===== src/hdl/snlp_pkg.sv =====
// shared types, character codes and radix codes of the number literal parser
`default_nettype none
package snlp_pkg;

  // depth of the queue between front and back
  localparam int SNLP_QUEUE_DEPTH = 2;

  // radix codes
  localparam logic [1:0] RADIX_DEC = 2'd0;
  localparam logic [1:0] RADIX_BIN = 2'd1;
  localparam logic [1:0] RADIX_OCT = 2'd2;
  localparam logic [1:0] RADIX_HEX = 2'd3;

  // ascii character codes
  localparam logic [7:0] CH_TAB        = 8'h09;
  localparam logic [7:0] CH_CR         = 8'h0d;
  localparam logic [7:0] CH_SPACE      = 8'h20;
  localparam logic [7:0] CH_QUESTION   = 8'h3f;
  localparam logic [7:0] CH_QUOTE      = 8'h27;
  localparam logic [7:0] CH_UNDERSCORE = 8'h5f;
  localparam logic [7:0] CH_ZERO       = 8'h30;
  localparam logic [7:0] CH_NINE       = 8'h39;
  localparam logic [7:0] CH_LO_A       = 8'h61;
  localparam logic [7:0] CH_LO_F       = 8'h66;
  localparam logic [7:0] CH_UP_A       = 8'h41;
  localparam logic [7:0] CH_UP_F       = 8'h46;
  localparam logic [7:0] CH_LO_B       = 8'h62;
  localparam logic [7:0] CH_UP_B       = 8'h42;
  localparam logic [7:0] CH_LO_O       = 8'h6f;
  localparam logic [7:0] CH_UP_O       = 8'h4f;
  localparam logic [7:0] CH_LO_D       = 8'h64;
  localparam logic [7:0] CH_UP_D       = 8'h44;
  localparam logic [7:0] CH_LO_H       = 8'h68;
  localparam logic [7:0] CH_UP_H       = 8'h48;
  localparam logic [7:0] CH_LO_S       = 8'h73;
  localparam logic [7:0] CH_UP_S       = 8'h53;
  localparam logic [7:0] CH_LO_X       = 8'h78;
  localparam logic [7:0] CH_UP_X       = 8'h58;
  localparam logic [7:0] CH_LO_Z       = 8'h7a;
  localparam logic [7:0] CH_UP_Z       = 8'h5a;

  // one classified character
  typedef struct packed {
    logic       is_space;
    logic       is_digit;
    logic       is_hexdig;
    logic       is_unknown;
    logic       is_under;
    logic       is_quote;
    logic       is_sign;
    logic       is_base;
    logic [1:0] radix;
    logic [3:0] value;
    logic       last;
  } snlp_item_t;

  // queue occupancy seen by the front
  typedef struct packed {
    logic full;
    logic empty;
  } snlp_q_status_t;

endpackage : snlp_pkg
`default_nettype wire


===== src/hdl/snlp_front.sv =====
// front stage: accepts characters and classifies them into queue items
`default_nettype none
module snlp_front (
  input  wire logic                    in_valid,
  output logic                         in_ready,
  input  wire logic [7:0]              in_char_code,
  input  wire logic                    in_final_char,
  input  wire snlp_pkg::snlp_q_status_t q_status,
  output logic                         push,
  output snlp_pkg::snlp_item_t         push_item
);
  import snlp_pkg::*;

  logic [7:0] c;
  logic       lo_hex;
  logic       up_hex;

  assign c = in_char_code;

  // transfer into the queue whenever it has room
  assign in_ready = !q_status.full;
  assign push     = in_valid && !q_status.full;

  // character classification
  always_comb begin
    lo_hex = (c >= CH_LO_A) && (c <= CH_LO_F);
    up_hex = (c >= CH_UP_A) && (c <= CH_UP_F);
    push_item            = '0;
    push_item.is_space   = (c == CH_SPACE) || ((c >= CH_TAB) && (c <= CH_CR));
    push_item.is_digit   = (c >= CH_ZERO) && (c <= CH_NINE);
    push_item.is_hexdig  = push_item.is_digit || lo_hex || up_hex;
    push_item.is_unknown = (c == CH_LO_X) || (c == CH_UP_X) || (c == CH_LO_Z) ||
                           (c == CH_UP_Z) || (c == CH_QUESTION);
    push_item.is_under   = (c == CH_UNDERSCORE);
    push_item.is_quote   = (c == CH_QUOTE);
    push_item.is_sign    = (c == CH_LO_S) || (c == CH_UP_S);
    push_item.last       = in_final_char;

    // digit value, zero for unknown digits
    if (push_item.is_digit) begin
      push_item.value = 4'(c - CH_ZERO);
    end else if (lo_hex) begin
      push_item.value = 4'(c - CH_LO_A + 8'd10);
    end else if (up_hex) begin
      push_item.value = 4'(c - CH_UP_A + 8'd10);
    end

    // base letters
    if ((c == CH_LO_B) || (c == CH_UP_B)) begin
      push_item.is_base = 1'b1;
      push_item.radix   = RADIX_BIN;
    end else if ((c == CH_LO_O) || (c == CH_UP_O)) begin
      push_item.is_base = 1'b1;
      push_item.radix   = RADIX_OCT;
    end else if ((c == CH_LO_D) || (c == CH_UP_D)) begin
      push_item.is_base = 1'b1;
      push_item.radix   = RADIX_DEC;
    end else if ((c == CH_LO_H) || (c == CH_UP_H)) begin
      push_item.is_base = 1'b1;
      push_item.radix   = RADIX_HEX;
    end
  end

endmodule : snlp_front
`default_nettype wire


===== src/hdl/snlp_queue.sv =====
// small fifo of classified characters between front and back
`default_nettype none
module snlp_queue #(
  parameter int DEPTH = snlp_pkg::SNLP_QUEUE_DEPTH
) (
  input  wire logic                 clk,
  input  wire logic                 rst_n,
  input  wire logic                 push,
  input  wire snlp_pkg::snlp_item_t push_item,
  input  wire logic                 pop,
  output snlp_pkg::snlp_item_t      pop_item,
  output logic                      pop_valid,
  output snlp_pkg::snlp_q_status_t  status
);
  import snlp_pkg::*;

  localparam int PW = (DEPTH > 1) ? $clog2(DEPTH) : 1;
  localparam int CW = $clog2(DEPTH + 1);

  snlp_item_t    mem_r [DEPTH];
  logic [PW-1:0] wr_ptr_r, wr_ptr_nxt;
  logic [PW-1:0] rd_ptr_r, rd_ptr_nxt;
  logic [CW-1:0] count_r, count_nxt;
  logic          do_push;
  logic          do_pop;

  assign status.full  = (count_r == CW'(DEPTH));
  assign status.empty = (count_r == '0);
  assign pop_valid    = !status.empty;
  assign pop_item     = mem_r[rd_ptr_r];

  assign do_push = push && !status.full;
  assign do_pop  = pop && !status.empty;

  // pointer and count update
  always_comb begin
    wr_ptr_nxt = wr_ptr_r;
    rd_ptr_nxt = rd_ptr_r;
    count_nxt  = count_r;
    if (do_push) begin
      wr_ptr_nxt = (wr_ptr_r == PW'(DEPTH - 1)) ? '0 : wr_ptr_r + 1'b1;
    end
    if (do_pop) begin
      rd_ptr_nxt = (rd_ptr_r == PW'(DEPTH - 1)) ? '0 : rd_ptr_r + 1'b1;
    end
    if (do_push && !do_pop) begin
      count_nxt = count_r + 1'b1;
    end else if (do_pop && !do_push) begin
      count_nxt = count_r - 1'b1;
    end
  end

  // control registers
  always_ff @(posedge clk) begin
    if (!rst_n) begin
      wr_ptr_r <= '0;
      rd_ptr_r <= '0;
      count_r  <= '0;
    end else begin
      wr_ptr_r <= wr_ptr_nxt;
      rd_ptr_r <= rd_ptr_nxt;
      count_r  <= count_nxt;
    end
  end

  // entry storage
  always_ff @(posedge clk) begin
    if (do_push) begin
      mem_r[wr_ptr_r] <= push_item;
    end
  end

endmodule : snlp_queue
`default_nettype wire


===== src/hdl/snlp_exec.sv =====
// back stage: literal state machine, accumulator and result register
`default_nettype none
module snlp_exec (
  input  wire logic                 clk,
  input  wire logic                 rst_n,
  input  wire snlp_pkg::snlp_item_t item,
  input  wire logic                 item_valid,
  output logic                      item_pop,
  output logic                      out_valid,
  input  wire logic                 out_ready,
  output logic                      out_parse_ok,
  output logic [63:0]               out_low_bits,
  output logic                      out_value_fits
);
  import snlp_pkg::*;

  typedef enum logic [2:0] {
    PH_LEAD,
    PH_SIZE,
    PH_PAD,
    PH_QUOTE,
    PH_SIGN,
    PH_DIGITS,
    PH_ERROR
  } phase_t;

  phase_t      phase_r, phase_nxt, phase_cur;
  logic [63:0] acc_r, acc_nxt;
  logic        fits_r, fits_nxt;
  logic [1:0]  radix_r, radix_nxt;
  logic        pend_r, pend_nxt;
  logic        size_seen_r, size_seen_nxt;
  logic        dig_seen_r, dig_seen_nxt;
  logic        out_valid_r, out_valid_nxt;
  logic        ok_r, ok_nxt;
  logic [63:0] low_r, low_nxt;
  logic        ofits_r, ofits_nxt;

  logic [67:0] dec_sum;
  logic        dec_ovf;
  logic [63:0] shl_acc;
  logic        shl_ovf;
  logic        digit_legal;
  logic        ok_now;

  // a final character needs the result register free
  assign item_pop = item_valid && (!item.last || !out_valid_r || out_ready);

  // times-ten add with carry-out check
  assign dec_sum = ({4'd0, acc_r} << 3) + ({4'd0, acc_r} << 1) + {64'd0, item.value};
  assign dec_ovf = |dec_sum[67:64];

  // based digit shift-in and legality
  always_comb begin
    case (radix_r)
      RADIX_BIN: begin
        shl_acc     = {acc_r[62:0], item.value[0]};
        shl_ovf     = acc_r[63];
        digit_legal = (item.is_hexdig || item.is_unknown) && (item.value < 4'd2);
      end
      RADIX_OCT: begin
        shl_acc     = {acc_r[60:0], item.value[2:0]};
        shl_ovf     = |acc_r[63:61];
        digit_legal = (item.is_hexdig || item.is_unknown) && (item.value < 4'd8);
      end
      RADIX_HEX: begin
        shl_acc     = {acc_r[59:0], item.value};
        shl_ovf     = |acc_r[63:60];
        digit_legal = item.is_hexdig || item.is_unknown;
      end
      default: begin
        shl_acc     = dec_sum[63:0];
        shl_ovf     = dec_ovf;
        digit_legal = item.is_digit && !item.is_unknown;
      end
    endcase
  end

  // next state
  always_comb begin
    phase_nxt     = phase_r;
    acc_nxt       = acc_r;
    fits_nxt      = fits_r;
    radix_nxt     = radix_r;
    pend_nxt      = pend_r;
    size_seen_nxt = size_seen_r;
    dig_seen_nxt  = dig_seen_r;
    out_valid_nxt = out_valid_r && !out_ready;
    ok_nxt        = ok_r;
    low_nxt       = low_r;
    ofits_nxt     = ofits_r;
    phase_cur     = (phase_r == PH_LEAD) ? PH_SIZE : phase_r;
    ok_now        = 1'b0;

    if (item_pop) begin
      if (phase_r != PH_ERROR) begin
        if (item.is_space) begin
          if (phase_r != PH_LEAD) begin
            pend_nxt = 1'b1;
          end
        end else begin
          phase_nxt = phase_cur;
          case (phase_cur)
            PH_SIZE: begin
              if (item.is_under) begin
                if (pend_r) begin
                  phase_nxt = size_seen_r ? PH_PAD : PH_ERROR;
                end
              end else if (item.is_digit) begin
                if (pend_r) begin
                  phase_nxt = PH_ERROR;
                end else begin
                  size_seen_nxt = 1'b1;
                  acc_nxt       = dec_sum[63:0];
                  fits_nxt      = fits_r && !dec_ovf;
                end
              end else if (item.is_quote) begin
                if (pend_r && !size_seen_r) begin
                  phase_nxt = PH_ERROR;
                end else begin
                  phase_nxt = PH_QUOTE;
                  pend_nxt  = 1'b0;
                  acc_nxt   = '0;
                  fits_nxt  = 1'b1;
                end
              end else begin
                phase_nxt = PH_ERROR;
              end
            end
            PH_PAD: begin
              if (item.is_quote) begin
                phase_nxt = PH_QUOTE;
                pend_nxt  = 1'b0;
                acc_nxt   = '0;
                fits_nxt  = 1'b1;
              end else if (!item.is_under) begin
                phase_nxt = PH_ERROR;
              end
            end
            PH_QUOTE, PH_SIGN: begin
              if (pend_r) begin
                phase_nxt = PH_ERROR;
              end else if (item.is_under) begin
                phase_nxt = phase_cur;
              end else if ((phase_cur == PH_QUOTE) && item.is_sign) begin
                phase_nxt = PH_SIGN;
              end else if (item.is_base) begin
                phase_nxt = PH_DIGITS;
                radix_nxt = item.radix;
              end else begin
                phase_nxt = PH_ERROR;
              end
            end
            PH_DIGITS: begin
              if (pend_r) begin
                phase_nxt = PH_ERROR;
              end else if (item.is_under) begin
                phase_nxt = PH_DIGITS;
              end else if (digit_legal) begin
                dig_seen_nxt = 1'b1;
                acc_nxt      = shl_acc;
                fits_nxt     = fits_r && !shl_ovf;
              end else begin
                phase_nxt = PH_ERROR;
              end
            end
            default: begin
              phase_nxt = PH_ERROR;
            end
          endcase
        end
      end

      // last character: load result and return to reset state
      if (item.last) begin
        ok_now = ((phase_nxt == PH_SIZE) && size_seen_nxt) ||
                 ((phase_nxt == PH_DIGITS) && dig_seen_nxt);
        out_valid_nxt = 1'b1;
        ok_nxt        = ok_now;
        low_nxt       = ok_now ? acc_nxt : '0;
        ofits_nxt     = ok_now && fits_nxt;
        phase_nxt     = PH_LEAD;
        acc_nxt       = '0;
        fits_nxt      = 1'b1;
        radix_nxt     = RADIX_DEC;
        pend_nxt      = 1'b0;
        size_seen_nxt = 1'b0;
        dig_seen_nxt  = 1'b0;
      end
    end
  end

  // state and result registers
  always_ff @(posedge clk) begin
    if (!rst_n) begin
      phase_r     <= PH_LEAD;
      acc_r       <= '0;
      fits_r      <= 1'b1;
      radix_r     <= RADIX_DEC;
      pend_r      <= 1'b0;
      size_seen_r <= 1'b0;
      dig_seen_r  <= 1'b0;
      out_valid_r <= 1'b0;
    end else begin
      phase_r     <= phase_nxt;
      acc_r       <= acc_nxt;
      fits_r      <= fits_nxt;
      radix_r     <= radix_nxt;
      pend_r      <= pend_nxt;
      size_seen_r <= size_seen_nxt;
      dig_seen_r  <= dig_seen_nxt;
      out_valid_r <= out_valid_nxt;
    end
    ok_r    <= ok_nxt;
    low_r   <= low_nxt;
    ofits_r <= ofits_nxt;
  end

  assign out_valid      = out_valid_r;
  assign out_parse_ok   = ok_r;
  assign out_low_bits   = low_r;
  assign out_value_fits = ofits_r;

endmodule : snlp_exec
`default_nettype wire


===== src/hdl/sv_number_literal_parser_unit.sv =====
// top level of the number literal parser: front, queue and back
// Parses one number literal from a stream of ASCII characters, one character per
// transfer on the in_ channel, with in_final_char marking the last one. The block
// takes one character per clock cycle while the queue is not full, and delivers one
// result on the out_ channel for each final character: parse_ok, the value modulo
// 2^64 and a flag that the exact value is below 2^64. A character is registered in
// the queue, then popped by the back stage into its accumulator or, for a final
// character, its result registers; the back stage does the times-ten add
// combinationally. A queue of QUEUE_DEPTH classified characters lets the input
// keep flowing while a finished result waits on out_ready.
`default_nettype none
module sv_number_literal_parser_unit #(
  parameter int QUEUE_DEPTH = snlp_pkg::SNLP_QUEUE_DEPTH
) (
  input  wire logic        clk,
  input  wire logic        rst_n,
  input  wire logic        in_valid,
  output logic             in_ready,
  input  wire logic [7:0]  in_char_code,
  input  wire logic        in_final_char,
  output logic             out_valid,
  input  wire logic        out_ready,
  output logic             out_parse_ok,
  output logic [63:0]      out_low_bits,
  output logic             out_value_fits
);
  import snlp_pkg::*;

  snlp_item_t     push_item;
  snlp_item_t     pop_item;
  snlp_q_status_t q_status;
  logic           push;
  logic           pop;
  logic           pop_valid;

  // classify incoming characters
  snlp_front u_front (
    .in_valid      (in_valid),
    .in_ready      (in_ready),
    .in_char_code  (in_char_code),
    .in_final_char (in_final_char),
    .q_status      (q_status),
    .push          (push),
    .push_item     (push_item)
  );

  // decoupling queue
  snlp_queue #(
    .DEPTH (QUEUE_DEPTH)
  ) u_queue (
    .clk       (clk),
    .rst_n     (rst_n),
    .push      (push),
    .push_item (push_item),
    .pop       (pop),
    .pop_item  (pop_item),
    .pop_valid (pop_valid),
    .status    (q_status)
  );

  // parse and accumulate
  snlp_exec u_exec (
    .clk            (clk),
    .rst_n          (rst_n),
    .item           (pop_item),
    .item_valid     (pop_valid),
    .item_pop       (pop),
    .out_valid      (out_valid),
    .out_ready      (out_ready),
    .out_parse_ok   (out_parse_ok),
    .out_low_bits   (out_low_bits),
    .out_value_fits (out_value_fits)
  );

`ifndef SYNTHESIS
  // a value can only fit when the literal was accepted
  a_fits_needs_ok : assert property (@(posedge clk) disable iff (!rst_n)
    out_valid |-> (!out_value_fits || out_parse_ok))
    else $error("value_fits set on a rejected literal");

  // a rejected literal reports zero
  a_reject_zero : assert property (@(posedge clk) disable iff (!rst_n)
    (out_valid && !out_parse_ok) |-> (out_low_bits == 64'd0))
    else $error("rejected literal carries a nonzero value");

  // queue never reports full and empty together
  a_queue_status : assert property (@(posedge clk) disable iff (!rst_n)
    !(q_status.full && q_status.empty))
    else $error("queue full and empty at once");

  // back stage never pops an empty queue
  a_no_empty_pop : assert property (@(posedge clk) disable iff (!rst_n)
    pop |-> !q_status.empty)
    else $error("pop from empty queue");
`endif

endmodule : sv_number_literal_parser_unit
`default_nettype wire

===== config.mk =====
export PLATFORM = sky130hd
export DESIGN_NAME = sv_number_literal_parser_unit
export DESIGN_NICKNAME = d
export VERILOG_FILES = /design/src/hdl/snlp_pkg.sv /design/src/hdl/snlp_front.sv /design/src/hdl/snlp_queue.sv /design/src/hdl/snlp_exec.sv /design/src/hdl/sv_number_literal_parser_unit.sv
export SDC_FILE = /design/constraint.sdc
export NUM_CORES = 1
export LEC_CHECK = 0
export BUFFER_PORTS_ARGS = -buffer_cell sky130_fd_sc_hd__buf_4
export CAP_MARGIN = 20
export CORE_MARGIN = 3
export CORE_UTILIZATION = 30
export DETAILED_ROUTE_END_ITERATION = 6
export PLACE_DENSITY = 0.54
export RECOVER_POWER = 100
export SETUP_SLACK_MARGIN = 0.2
export SLEW_MARGIN = 20
export SYNTH_ARGS = -nofsm -noshare
export SYNTH_HDL_FRONTEND = slang
export SYNTH_HIERARCHICAL = 1
export SYNTH_SLANG_ARGS = --single-unit
export TNS_END_PERCENT = 10

===== constraint.sdc =====
create_clock -name clk -period 5.2 [get_ports clk]
set_clock_uncertainty 0.05 [all_clocks]
set_input_delay 0.26 -clock clk [delete_from_list [all_inputs] [get_ports clk]]
set_output_delay 0.26 -clock clk [all_outputs]
set_load 0.05 [all_outputs]

# After elaboration in Yosys (flattened, before gate mapping)
# Memories as Yosys holds them, arrays and structs flattened. A register that Yosys moved wholly into a read port is not among the register bits.
# Cells that the tools add are included.
# totals
ramBits	30
memories	1
inputBits	13
out_inout_bits	68
elab_cells	242
register_bits	144
# mem_list
name	depth	word_bits	read_ports	rd_ports_with_merged_regs	write_ports	line_no	source
u_queue.mem_r	2	15	1	1	1	snlp_queue.sv:20	snlp_item_t mem_r [DEPTH];
# op_classes
reduce_logical	63
eq_ne	40
n_mux	103
add_sub_neg	11
magnitude_cmp	10
# ops
cell	n
2-to-1 mux 64 bit	12
one-hot mux 64 bit (3 select lines)	2
== test 8 x 7 -> 1 bit, second input constant	15
2-to-1 mux 3 bit	24
adder 67 x 65 -> 68 bit	1
adder 68 x 4 -> 68 bit	1
2-to-1 mux 1 bit	46
== test 8 x 6 -> 1 bit, second input constant	3
2-to-1 mux 2 bit	11
logical AND 1 bit	21
greater-or-equal comparator 8 x 7 -> 1 bit, second input constant	2
less-or-equal comparator 8 x 7 -> 1 bit, second input constant	2
logical OR 1 bit	16
2-to-1 mux 4 bit	3
inequality test 4 x 3 -> 1 bit, second input constant	3
one-hot mux 3 bit (4 select lines)	1
subtractor 4 x 1 -> 4 bit, second input constant	3
logical NOT 1 bit	11
== test 3 bit, second input constant	3
one-hot mux 1 bit (3 select lines)	3
AND reduction 9 bit	1
adder 4 bit, second input constant	2
greater-or-equal comparator 8 x 4 -> 1 bit, second input constant	1
greater-or-equal comparator 8 x 6 -> 1 bit, second input constant	1
other kinds (27)	39

# Logic depth before layout (Yosys ltp)
# logic_depth
depth_word	15
depth_mapped	17
mapped_depth_nobuf	15

# Cells and area by module
# The synthesis kept the hierarchy.
# by_module_without_submodules
mod	instances	area_each_um2	cells_each	seq_area_each_um2
snlp_exec	1	13117.6	1651	3463.3
snlp_queue	1	1322.5	73	1001.0
snlp_front	1	407.9	60	0.0

# Least setup slack after synthesis
# Ideal clock, no wire load.
# synth_timing
path_type	register to register
startpoint	register (tool-made name)
endpoint	register u_exec.low_r[55] (netlist: u_exec/out_low_bits[55]) (data pin)
path_stages_with_launch	18
period_less_slack_ns	4.070
setup_time_ns	0.255
required_time_ns	4.895
path_slack_ns	1.130
arrival_ns	3.766
n_path_buf	2
cell_sequence	dfxtp_1 > buf_2 > buf_4 > mux2_2 > inv_1 > fa_1 > inv_1 > ha_1 > a211oi_2 > nor4_4 > nor3b_2 > a211oi_4 > o211ai_2 > a211oi_4 > a311o_1 > a31oi_1 > o21ai_1 > and2_1
# synth_lines
item	line_no	source
to (signal assigned)	snlp_exec.sv:215	low_r <= low_nxt;
to (decl)	snlp_exec.sv:36	logic [63:0] low_r, low_nxt;

==> metrics <==
status finished, violations left; failing checks max-capacitance violations, max-slew violations; Slew HR -55.8%; wire length per cell 22.2 um; CTS tree built; H-tree levels 4; Fin. Hold Viols 0; syn avg cell area 8.33 um2; Slew Viols, Final 42; Fmax 206 MHz; Clock Tree Buf Depth 2; # rows 80; final std cells w/o fill roughly 2500; first-pass GRT wire length 83.8 mm; setup repair bufs after CTS 0; number of vias per cell 5.99; initial DRC count 1779; final setup vio count 0; gr usage total roughly a fifth; worst hold path type in -> reg; Min-Delay Path Depth 2; Post-Synthesis Cells 1783; placed insts about 2400; hold path start in_char_code[7]; CTS Sinks 175; Die Ht 228 um; ANT nets after route 0; Placement Setup Slack 0.571 ns; die area 52200 um2; Clock transition at path regs about 0.08 ns; Worst Hold Endpoint u_queue/mem_r[0][14]; synthesized area ~15000 um2; Layout area overhead 9.55%; Ant. Diodes 0; die extent in x 228 um; initial antenna violation count 0; CP Capture Type flip-flop; worst setup margin 0.353 ns; Req. time, crit path 5.34 ns; final WL 54.5 mm; placer congestion estimate between 0.9 and 1; nets@finish 1942; Tot Pwr 5.82 mW; worst flop-to-flop path endpoint u_exec/out_value_fits; share of layout cells above drive strength 1 about 6.4%; total core area approximately 48000 um2; Starting Density between 30% and 40%; TritonCTS Buffers 17; critical path arrival 4.99 ns; RSZ-0062 raised after global routing false; YS warnings 6; DRC 0; number of global-route vias before repair 14100; Ports 81; pin count of the biggest net entering global routing 64; drt first pass iters 7; R2R depth 14; Clock Latency Late Sink 0.49 ns; Setup TNS 0 ns; Leak 6.02 nW; Vias 14700; cell area power density 358 nW/um2; crit share post-route 93.2%; Synth Net Count ~1900; Peak supply drop ~0.00032 V; PortBufs 80; r2r setup slk 0.35 ns; Worst-Margin Slew between 2 and 2.5 ns; Setup crit start kind flip-flop; maxcap violations 1; Root Driver clkbuf_16; Final Critical Period a little under 5 ns; WS Path Type reg -> reg; GRT overflow 0; post-DP HPWL 38.0 mm; CP max FO 4
worst max-delay path, cell delays in order (launching register included):
cell	delay (ns)
dfxtp_1	0.37
mux2_1	0.36
inv_1	0.11
fa_1	0.44
fa_1	0.47
nand2b_1	0.21
a21oi_1	0.22
o21ai_0	0.20
a31oi_1	0.60
nand4_1	0.34
a21oi_1	0.52
o21ai_0	0.17
nor3b_1	0.17
o211ai_1	0.23
a211oi_1	0.11
report_power, final:
| group | switching, mW | internal, mW | leakage (nW) |
|---|---|---|---|
| clock network | 0.669 | 0.686 | 0.290 |
| logic | 2.10 | 0.517 | 4.18 |
| registers | 0.111 | 1.74 | 1.56 |
worst max-delay path by stage:
stage | start | endpoint | slack, ns
after detailed placement | flip-flop | u_exec/out_value_fits | 0.57
after CTS | flip-flop | u_exec/out_value_fits | 0.58
final | flip-flop | u_exec/out_value_fits | 0.35
after global placement | flip-flop | u_exec/out_value_fits | 0.66
after global routing | flip-flop | u_exec/out_value_fits | 0.16
after floorplan | flip-flop | u_exec/out_low_bits[55] | 1.13
area by class of cell:
cell class                 instances  area (um2)
fill                            5098       32100
multi-input combinational       1429        9570
sequential                       175        4460
tap                              656         821
timing repair buffer             121         632
clock buffer                      18         429
inverter                          46         174
clock inverter                    14         170
flip-flops by register name, summed over array words and instances (netlist names), named ones only:
register / cells
u_exec/acc_r: 64
u_exec/out_low_bits: 64
u_queue/mem_r: 30
u_exec/phase_r: 3
u_exec/radix_r: 2
u_queue/count_r: 2
u_exec/dig_seen_r: 1
u_exec/fits_r: 1
u_exec/out_parse_ok: 1
u_exec/out_valid: 1
u_exec/out_value_fits: 1
u_exec/pend_r: 1
u_exec/size_seen_r: 1
u_queue/rd_ptr_r: 1
u_queue/wr_ptr_r: 1
per-layer routing:
metal | global-route usage (%) | share of wire [%] | routed length [um]
met5 | 0 | 0 | 0
met4 | 8.27 | 3.6 | 1970
met3 | 3.43 | 7.8 | 4240
met2 | 31.8 | 45 | 24300
met1 | 27.5 | 44 | 24000
metrics by stage:
stage               instance area (um2)  hold WS, ns  util (%)
finish                            16300       0.0587      33.6
global route                      16300       0.0377      33.6
CTS                               16700       0.0248      34.4
detailed placement                16000        0.400      33.2
global placement                  16000        0.399      33.2
floorplan                         14800        0.328         -
placed cells by master, fill, tap and decap left out, types with 13 or more instances in the layout:
master and count:
a222oi_1 53, and3_1 14, o21ai_1 27, and2_1 28
o21a_1 15, a2bb2oi_1 13, a22oi_1 53, a31oi_1 19
dfxtp_1 79, a21oi_1 188, o21bai_1 15, nor3_1 29
nor2_1 164, a21o_1 38, ha_1 133, clkbuf_1 78
edfxtp_1 96, nor2b_1 21, buf_4 40, nand2_1 169
o21ai_0 90, inv_1 39, nand3_1 29, xnor2_1 23
a211oi_1 14, nand4_1 30, clkbuf_16 17, xor2_1 24
o22ai_1 42
timing repair:
| item | in CTS | in global routing |
|---|---|---|
| hold buffers | 1 | 0 |
| gates resized for setup | 0 | 0 |
| hold endpoints to repair | 2 | 0 |
Note: power is estimated with default switching activity, not from simulation.
